File: config.mk
export PLATFORM = sky130hd
export DESIGN_NAME = ioubd_ram
export DESIGN_NICKNAME = d
export VERILOG_FILES = /design/src/hw/rtl/ioubd_ram.sv
export SDC_FILE = /design/constraint.sdc
export NUM_CORES = 1
export LEC_CHECK = 0
export ABC_AREA = 1
export ABC_CLOCK_PERIOD_IN_PS = 1800
export BUFFER_PORTS_ARGS = -buffer_cell sky130_fd_sc_hd__buf_2
export CORE_UTILIZATION = 53
export CTS_BUF_LIST = sky130_fd_sc_hd__clkbuf_16
export DETAILED_ROUTE_END_ITERATION = 12
export PLACE_DENSITY = 0.7
export SETUP_SLACK_MARGIN = 0.5
export SYNTH_ARGS = -nofsm -noshare
export SYNTH_HDL_FRONTEND = slang
export SYNTH_SLANG_ARGS = --single-unit
File: constraint.sdc
create_clock -name clock -period 1.8 [get_ports clock]
set_input_delay 0.09 -clock clock [delete_from_list [all_inputs] [get_ports clock]]
set_output_delay 0.09 -clock clock [all_outputs]
set_load 0.05 [all_outputs]
File: src/hw/rtl/ioubd_ram.sv
module ioubd_ram #(
   parameter int WIDTH = 8,
   parameter int DEPTH = 16
) (
   input  logic                                        clock,
   input  logic                                        wr_en,
   input  logic [$clog2((DEPTH > 1) ? DEPTH : 2)-1:0]  wr_addr,
   input  logic [WIDTH-1:0]                            wr_data,
   input  logic [$clog2((DEPTH > 1) ? DEPTH : 2)-1:0]  rd_addr,
   output logic [WIDTH-1:0]                            rd_data
);
   logic [WIDTH-1:0] mem [DEPTH];
   logic [WIDTH-1:0] rd_data_ff;

   always_ff @(posedge clock) begin
      if (wr_en) begin
         mem[wr_addr] <= wr_data;
      end
      rd_data_ff <= mem[rd_addr];
   end

   assign rd_data = rd_data_ff;
endmodule

==> flow_metrics.env <==
export IMPL_run_status="finished, final reports clean"
export IMPL_cts_tree="built"
export IMPL_vias_per_cell=5.227
export IMPL_route_vias_total=3852
export IMPL_powerDensity_nw_per_um2=1170
export IMPL_end_kind="output pin"
export IMPL_initial_core_util=0.5536
export IMPL_antenna_cells=0
export IMPL_maxSlewViolCount=0
export IMPL_cts_resized=0
export IMPL_power_w=0.007829
export IMPL_syn_area_per_cell_um2=10.47
export IMPL_rsz0062_at_grt="false"
export IMPL_grt_overflow=0
export IMPL_design_area_um2=6689
export IMPL_insertion_delay_ns=0.41
export IMPL_critPathSlowestCell="dfxtp_1"
export IMPL_worst_path_max_fanout=1
export IMPL_setup_tns_ns=0
export IMPL_drive_above_1_share=0.1265
export IMPL_hp_class="primary input to flip-flop"
export IMPL_io_buffers=25
export IMPL_die_h_um=106.3
export IMPL_cts_sinks=136
export IMPL_syn_area_um2=5767
export IMPL_synth_cell_types=12
export IMPL_wl_um=12560
export IMPL_skew_ns=0.005869
export IMPL_core_area_um2=10420
export IMPL_drtPass1Iterations=5
export IMPL_die_w_um=106.3
export IMPL_worst_slack_ns=0.6714
export IMPL_fill_cells=780
export IMPL_dp_hpwl_um=7585
export IMPL_cts_max_path_buffers=2
export IMPL_max_cap_violations=0
export IMPL_required_ns=1.71
export IMPL_htree_levels=4
export IMPL_fin_crit_sh=0.6270
export IMPL_post_place_ws_ns=0.3825
export IMPL_startpoint_type="flip-flop"
export IMPL_cts_buffers=17
export IMPL_remaining_drc_errors=0
export IMPL_timing_fmax_mhz=886.1
export IMPL_syn_num_nets=569
export IMPL_initialDrtViolationCount=307
export IMPL_cts_root_buf="clkbuf_16"
export IMPL_io_pins=26
export IMPL_max_stage_delay_ns=0.35
export IMPL_p_leak_nw=2.922
export IMPL_grt_antenna_before_repair=0
export IMPL_gp_congestion=0.8625
export IMPL_cp_cell_sequence="buf_2"
export IMPL_arrival_ns=1.04
export IMPL_area_delta_synth_final_pct=15.99
export IMPL_ir_drop_v=0.0008618
export IMPL_yosysWarnings=0
export IMPL_period_needed_ns=1.129
export IMPL_layout_common_cells="173 x nand2_1, 128 x edfxtp_1, 100 x inv_1, 97 x nand3_1, 25 x buf_2"
export IMPL_setup_viol=0
export IMPL_relSlewSlack=0.5079
export IMPL_netlist_instances=551
export IMPL_ant_nets=0
export IMPL_clk_pin_slew_ns=0.06
export IMPL_ys_ff_latch=136
export IMPL_multi_input_area_um2=1214
export IMPL_grt_pass1_wl_um=19320
export IMPL_cts_hold_buf=0
export IMPL_cts_setup_buffers=0
export IMPL_rows=37
export IMPL_first_global_vias=3551
export IMPL_crit_family="flip-flops"
export IMPL_die_area_um2=11300
export IMPL_layout_commonest_cell="nand2_1"
export IMPL_hold_viol=0
export IMPL_worst_setup_path_type="flip-flop to output pin"
export IMPL_placed_area_um2=6036
export IMPL_grt_start_max_net_pins=65
export IMPL_globalRouteTotalUtil=0.2395
export IMPL_fin_nets=606
export IMPL_worst_slew_pin_slew_ns=0.7354
export IMPL_ys_seq_area_frac=0.6943
export IMPL_critPathBufInv=1
export IMPL_seq_area_um2=4004
export IMPL_utilization=0.6422
export IMPL_wl_per_cell_um=17.04
==> flip-flops by register name, summed over array words and instances (netlist names) <==
name / count
rd_data: 8
mem: 128
==> power breakdown <==
group / internal (W) / leakage, nW / switching (W) / total, W
Sequential: 0.00354 / 1.22 / 0.0000253 / 0.00357
Combinational: 0.000123 / 1.39 / 0.000363 / 0.000486
Clock: 0.00246 / 0.313 / 0.00131 / 0.00378
Total: 0.00613 / 2.92 / 0.00170 / 0.00783
==> final cells by class <==
type / instances / share of cell area
Clock buffer: 17 / 0.06360
Clock inverter: 15 / 0.03404
Inverter: 102 / 0.05724
Multi-Input combinational cell: 289 / 0.1814
Sequential cell: 136 / 0.5986
Tap cell: 136 / 0.02544
Timing Repair Buffer: 42 / 0.03966
==> metrics by stage <==
stage / instances / hold slack (ns)
finish: 737 / 0.02912
global route: 737 / 0.03656
CTS: 737 / 0.02110
detailed placement: 705 / 0.4530
global placement: 705 / 0.4481
floorplan: 551 / 0.1889
==> Yosys cell counts (all sizes together) <==
| master | n | area share |
|---|---|---|
| buf | 24 | 0.029 |
| dfxtp | 8 | 0.028 |
| edfxtp | 128 | 0.67 |
| inv | 102 | 0.066 |
| nand2 | 173 | 0.11 |
| nand3 | 97 | 0.084 |
| nand3b | 2 | 0.0026 |
| nor2 | 17 | 0.011 |
==> kinds of logic after synthesis <==
kind of cell	Yosys count	synth area share
AND/OR/NAND/NOR	289	0.2105
flip-flops	136	0.6943
buffers and inverters	126	0.09525
==> path summary, 6_finish.rpt <==
kind                   start    endpoint  slack [ns]  depth (start not counted)
setup reg to reg   mem[1][5]  rd_data[5]        0.76                          6
hold / removal    rd_addr[3]  rd_data[0]        0.03                          3
hold reg to reg   mem[12][5]  rd_data[5]        0.67                          6
setup / recovery  rd_data[6]  rd_data[6]        0.67                          1
==> layer usage <==
| metal | GRT usage | vias up | share of wire |
|---|---|---|---|
| li1 | - | 1843 | - |
| met2 | 0.3785 | 163 | 0.49 |
| met3 | 0.05947 | 19 | 0.065 |
| met4 | 0.08631 | 0 | 0.018 |
| met5 | 0 | - | 0 |
| met1 | 0.3232 | 1827 | 0.43 |
Note: power is estimated with default switching activity, not from simulation.
