`config.mk`:
```
export PLATFORM = sky130hd
export DESIGN_NAME = ioubd_iou
export DESIGN_NICKNAME = d
export VERILOG_FILES = /design/src/hw/rtl/ioubd_pkg.sv /design/src/hw/rtl/ioubd_iou.sv
export SDC_FILE = /design/constraint.sdc
export NUM_CORES = 2
export LEC_CHECK = 0
export ABC_AREA = 1
export BUFFER_PORTS_ARGS = -buffer_cell sky130_fd_sc_hd__buf_2
export CORE_MARGIN = 4
export CORE_UTILIZATION = 60
export DETAILED_ROUTE_END_ITERATION = 10
export PLACE_DENSITY = 0.88
export SLEW_MARGIN = 20
export SYNTH_ARGS = -nofsm -noshare
export SYNTH_HDL_FRONTEND = slang
export SYNTH_SLANG_ARGS = --single-unit
```
`constraint.sdc`:
```
create_clock -name clock -period 19.5 [get_ports clock]
set_input_delay 0.975 -clock clock [delete_from_list [all_inputs] [get_ports clock]]
set_output_delay 0.975 -clock clock [all_outputs]
set_load 0.02 [all_outputs]
```
`src/hw/rtl/ioubd_pkg.sv`:
```
package ioubd_pkg;

   // opcodes
   localparam logic [1:0] OP_INSERT = 2'd0;
   localparam logic [1:0] OP_CLEAR  = 2'd1;
   localparam logic [1:0] OP_READ   = 2'd2;

   // result actions
   localparam logic [2:0] ACT_APPENDED = 3'd0;
   localparam logic [2:0] ACT_REPLACED = 3'd1;
   localparam logic [2:0] ACT_KEPT     = 3'd2;
   localparam logic [2:0] ACT_FULL     = 3'd3;
   localparam logic [2:0] ACT_CLEARED  = 3'd4;
   localparam logic [2:0] ACT_READ     = 3'd5;
   localparam logic [2:0] ACT_BADIDX   = 3'd6;

   // register indexes
   localparam logic [1:0] CSR_NUM = 2'd0;
   localparam logic [1:0] CSR_DEN = 2'd1;

   localparam int BOX_W  = 48;
   localparam int INFO_W = 26;
   localparam int INTER_W = 24;
   localparam int UNI_W   = 25;

   typedef struct packed {
      logic               valid;
      logic [INTER_W-1:0] inter;
      logic [UNI_W-1:0]   uni;
   } iou_res_type;

endpackage

```
`src/hw/rtl/ioubd_iou.sv`:
```
// Two-stage IoU datapath: overlap and areas, then union and validity.
module ioubd_iou #(
   parameter int AW = 11
) (
   input  logic                      clock,
   input  logic                      reset,
   input  logic                      in_valid,
   input  logic [AW-1:0]             in_idx,
   input  logic [ioubd_pkg::BOX_W-1:0] old_box,
   input  logic [ioubd_pkg::BOX_W-1:0] new_box,
   output ioubd_pkg::iou_res_type    res,
   output logic [AW-1:0]             res_idx,
   output logic                      busy
);
   logic [11:0] al, at, ar, ab, bl, bt, br, bb;
   logic [11:0] x1, y1, x2, y2;
   logic signed [12:0] iw_s, ih_s, daw, dah, dbw, dbh;
   logic [11:0] iw, ih;

   logic                s1_v_ff;
   logic [AW-1:0]       s1_idx_ff;
   logic [23:0]         s1_in_ff;
   logic signed [25:0]  s1_ara_ff, s1_arb_ff;

   logic signed [27:0]  un;
   ioubd_pkg::iou_res_type res_ff;
   logic [AW-1:0]       res_idx_ff;

   always_comb begin
      al = old_box[11:0];  at = old_box[23:12];
      ar = old_box[35:24]; ab = old_box[47:36];
      bl = new_box[11:0];  bt = new_box[23:12];
      br = new_box[35:24]; bb = new_box[47:36];
      x1 = (al > bl) ? al : bl;
      y1 = (at > bt) ? at : bt;
      x2 = (ar < br) ? ar : br;
      y2 = (ab < bb) ? ab : bb;
      iw_s = $signed({1'b0, x2}) - $signed({1'b0, x1});
      ih_s = $signed({1'b0, y2}) - $signed({1'b0, y1});
      iw = iw_s[12] ? 12'd0 : iw_s[11:0];
      ih = ih_s[12] ? 12'd0 : ih_s[11:0];
      daw = $signed({1'b0, ar}) - $signed({1'b0, al});
      dah = $signed({1'b0, ab}) - $signed({1'b0, at});
      dbw = $signed({1'b0, br}) - $signed({1'b0, bl});
      dbh = $signed({1'b0, bb}) - $signed({1'b0, bt});
   end

   always_comb begin
      un = 28'(s1_ara_ff) + 28'(s1_arb_ff) - $signed({4'd0, s1_in_ff});
   end

   always_ff @(posedge clock) begin
      if (reset) begin
         s1_v_ff      <= 1'b0;
         res_ff.valid <= 1'b0;
      end else begin
         s1_v_ff      <= in_valid;
         res_ff.valid <= s1_v_ff;
      end
      s1_idx_ff <= in_idx;
      s1_in_ff  <= iw * ih;
      s1_ara_ff <= daw * dah;
      s1_arb_ff <= dbw * dbh;

      res_idx_ff <= s1_idx_ff;
      if (s1_in_ff != 24'd0 && un > 28'sd0) begin
         res_ff.inter <= s1_in_ff;
         res_ff.uni   <= un[24:0];
      end else begin
         res_ff.inter <= '0;
         res_ff.uni   <= 25'd1;
      end
   end

   assign res     = res_ff;
   assign res_idx = res_idx_ff;
   assign busy    = s1_v_ff | res_ff.valid;
endmodule

```
==> run_results.csv <==
group,metric,value,unit
status,outcome,"complete, no violations",
min_path,hp-class,"register to register",
floorplanning,die_h,225,microns
placed_design,portBuffers,171,
clock_tree,clockRootBuffer,"clkbuf_16",
layout,area_delta_synth_final,7.56,%
yosys,synth_area,28300,sq um
routing,drt-initial-drc-count,2451,
routing,routed_wl,75500,microns
timing,setup_slack,10.28,ns
layout,nNetsFinal,4767,
placed_design,dp_slack,10.01,ns
yosys,ys_async_sr_fraction,0,
setup_path,path_max_fanout,24,
clock_tree,postCtsResizedCells,0,
setup_path,r2r_setup_slack,15.90,ns
timing,worst_pin_slew,1.14,ns
floorplanning,coreArea,46600,sq um
timing,hold_viol,0,
clock_tree,cts.clk_slew.worst_paths,0.07,ns
routing,drt-met1-wl,29900,microns
clock_tree,clockBufferDepth,2,
yosys,ys.warnings.count,0,
setup_path,slowest_stage,"fa_1",
timing,period_needed,9.22,ns
global_route,grt.total_usage,0.304,
yosys,synthFlopType,"dfxtp_1",
yosys,yosysSeqAreaShare,0.105,
layout,drive_gt1_frac,0.0666,
setup_path,crit_type,"primary input to register",
setup_path,reg2reg_to,"res[43]$_SDFF_PN0_",
placed_design,gp_congestion,1.01,
yosys,ys_ff_latch,149,
timing,fmax,109,MHz
min_path,hold_depth,0,
yosys,syn_nets,4610,
yosys,syn-instance-count,3702,
placed_design,dp_hpwl,65300,microns
routing,wl_per_cell,16.8,microns
clock_tree,tritoncts.num_buffers,17,
timing,clock_skew,0.0146,ns
min_path,hold_end,"res_idx[0]$_DFF_P_",
timing,final.setup.tns,0,ns
setup_path,slowest_delay,0.54,ns
setup_path,cp_top_family,"adder cells",
routing,wl_met2,34400,microns
timing,slew_viol_final,0,
timing,rsz0062_at_grt,"false",
setup_path,reg2regPathDepth,17,
yosys,syn_avg_cell_area,7.64,sq um
routing,num_vias,24500,
setup_path,r2r-start,"s1_in_ff[18]$_DFF_P_",
routing,highest_layer,"met5",
layout,antenna_cells,0,
setup_path,end_kind,"register",
global_route,antenna_found_initial,1,
global_route,overflow,0,
clock_tree,hold_buffers,0,
timing,fin_crit_sh,0.473,
layout,most-common-layout-cells,"918 x inv_1, 782 x nand2_1, 456 x fa_1",
setup_path,crit_arrival,9.57,ns
floorplanning,die_w,225,microns
clock_tree,worstSkewPairLatency,0.43,ns
global_route,grt_pass1_wl,125000,microns
floorplanning,io_pins,172,
setup_path,critical_path_required,19.85,ns
setup_path,path_common_cell,"nand2_1",
floorplanning,die_area,50700,sq um
routing,wl_met3,7610,microns
routing,ant_nets,0,
clock_tree,cts_tree,"done",
layout,layout_commonest_cell,"inv_1",
timing,relSlewSlack,0.239,
clock_tree,cts_setup_buffers,0,
min_path,hp-start,"s1_idx_ff[0]$_DFF_P_",
setup_path,worstSetupStartpointType,"primary input",
global_route,grt_max_degree,49,
layout,fillers,3806,
setup_path,crit_buf_inv,8,
yosys,synth_edf_count,0,
clock_tree,cts_sinks,149,
floorplanning,start_util,0.608,
clock_tree,htree_levels,4,
flow_run,maxCapViolCount,0,
floorplanning,rows,79,
yosys,ys_types,44,
timing,setup-violations-final,0,
routing,drcViolationCount,0,
global_route,grt_pass1_vias,24900,
routing,drt_first_pass_iters,7,
routing,vias_per_cell,5.48,
==> cell type report <==
type	count	area, sq um	area share
multi-input combinational	2574	21600	0.710
inverter	934	3510	0.115
sequential	149	2980	0.0980
timing repair buffer	183	946	0.0311
tap	607	759	0.0250
clock buffer	17	425	0.0140
clock inverter	15	199	0.00654
==> cells in the mapped netlist (3+ instances only) <==
library cell / number / area share
inv_1: 918 / 0.12
nand2_1: 782 / 0.10
fa_1: 456 / 0.32
nor2_1: 349 / 0.046
ha_1: 342 / 0.15
a21oi_1: 179 / 0.032
dfxtp_1: 149 / 0.11
nand3_1: 91 / 0.016
o21ai_0: 86 / 0.015
xor2_1: 65 / 0.020
clkbuf_1: 37 / 0.0049
nand4_1: 36 / 0.0080
xnor2_1: 35 / 0.011
or2_2: 33 / 0.0073
a21o_1: 16 / 0.0042
nor3_1: 15 / 0.0027
clkinv_1: 12 / 0.0016
o211ai_1: 12 / 0.0032
a31oi_1: 11 / 0.0024
o21bai_1: 11 / 0.0029
o2111ai_1: 9 / 0.0028
nand3b_1: 6 / 0.0016
nor4_1: 6 / 0.0013
a21boi_0: 5 / 0.0013
buf_2: 5 / 0.00088
o21a_1: 5 / 0.0013
inv_2: 4 / 0.00053
a211oi_1: 3 / 0.00080
buf_6: 3 / 0.0012
==> kinds of logic (layout without fill, tap and decap cells) <==
kind of cell,Yosys count,after routing,synth area share
AO/OA/AOI/OAI,351,351,0.0700
XOR/XNOR,100,100,0.0310
adder cells (fa/ha/maj),798,798,0.474
buffers and inverters,979,1149,0.131
flip-flops,149,149,0.105
AND/OR/NAND/NOR,1325,1325,0.189
==> worst reg2reg max path, delay by kind of cell, from the launching register on <==
family	cells	cell delay, ns
adders and majority gates	2	1.03
buffers and inverters	3	0.52
DFF	1	0.41
and+or+nand+nor	12	1.48
==> state kept, by name (all words and copies together) (netlist names) <==
signal     flops
s1_arb_ff     26
res_idx       11
s1_idx_ff     11
s1_in_ff      24
s1_v_ff        1
s1_ara_ff     26
res           50
==> worst max-delay path by stage <==
stage                                      end  slack, ns        start  depth (start not counted)
after detailed placement  s1_in_ff[18]$_DFF_P_      10.01  new_box[37]                         45
after global routing      s1_in_ff[18]$_DFF_P_       9.55  new_box[37]                         45
after global placement    s1_in_ff[18]$_DFF_P_      10.14  new_box[37]                         45
after floorplan           s1_in_ff[18]$_DFF_P_      11.11  new_box[23]                         42
final                     s1_in_ff[18]$_DFF_P_      10.28  new_box[37]                         45
after CTS                 s1_in_ff[18]$_DFF_P_      10.41  new_box[37]                         45
==> through the flow <==
step	cells	hold slack (ns)	instance area, sq um	util
2_1_floorplan	3702	0.310	28300	-
3_3_place_gp	4447	0.310	29800	0.640
3_5_place_dp	4447	0.313	29800	0.640
4_1_cts	4479	0.323	30400	0.653
5_1_grt	4479	0.332	30400	0.653
6_report	4479	0.323	30400	0.653
==> routing by layer <==
metal,vias to the layer above,global-route usage
met2,1329,0.501
met4,2,0.118
met3,229,0.0543
met5,-,0
li1,11500,-
met1,11500,0.403
Power is left out: the tool's default activity adds up to more than one toggle a clock period on the data nets, which glitch-free logic cannot reach.
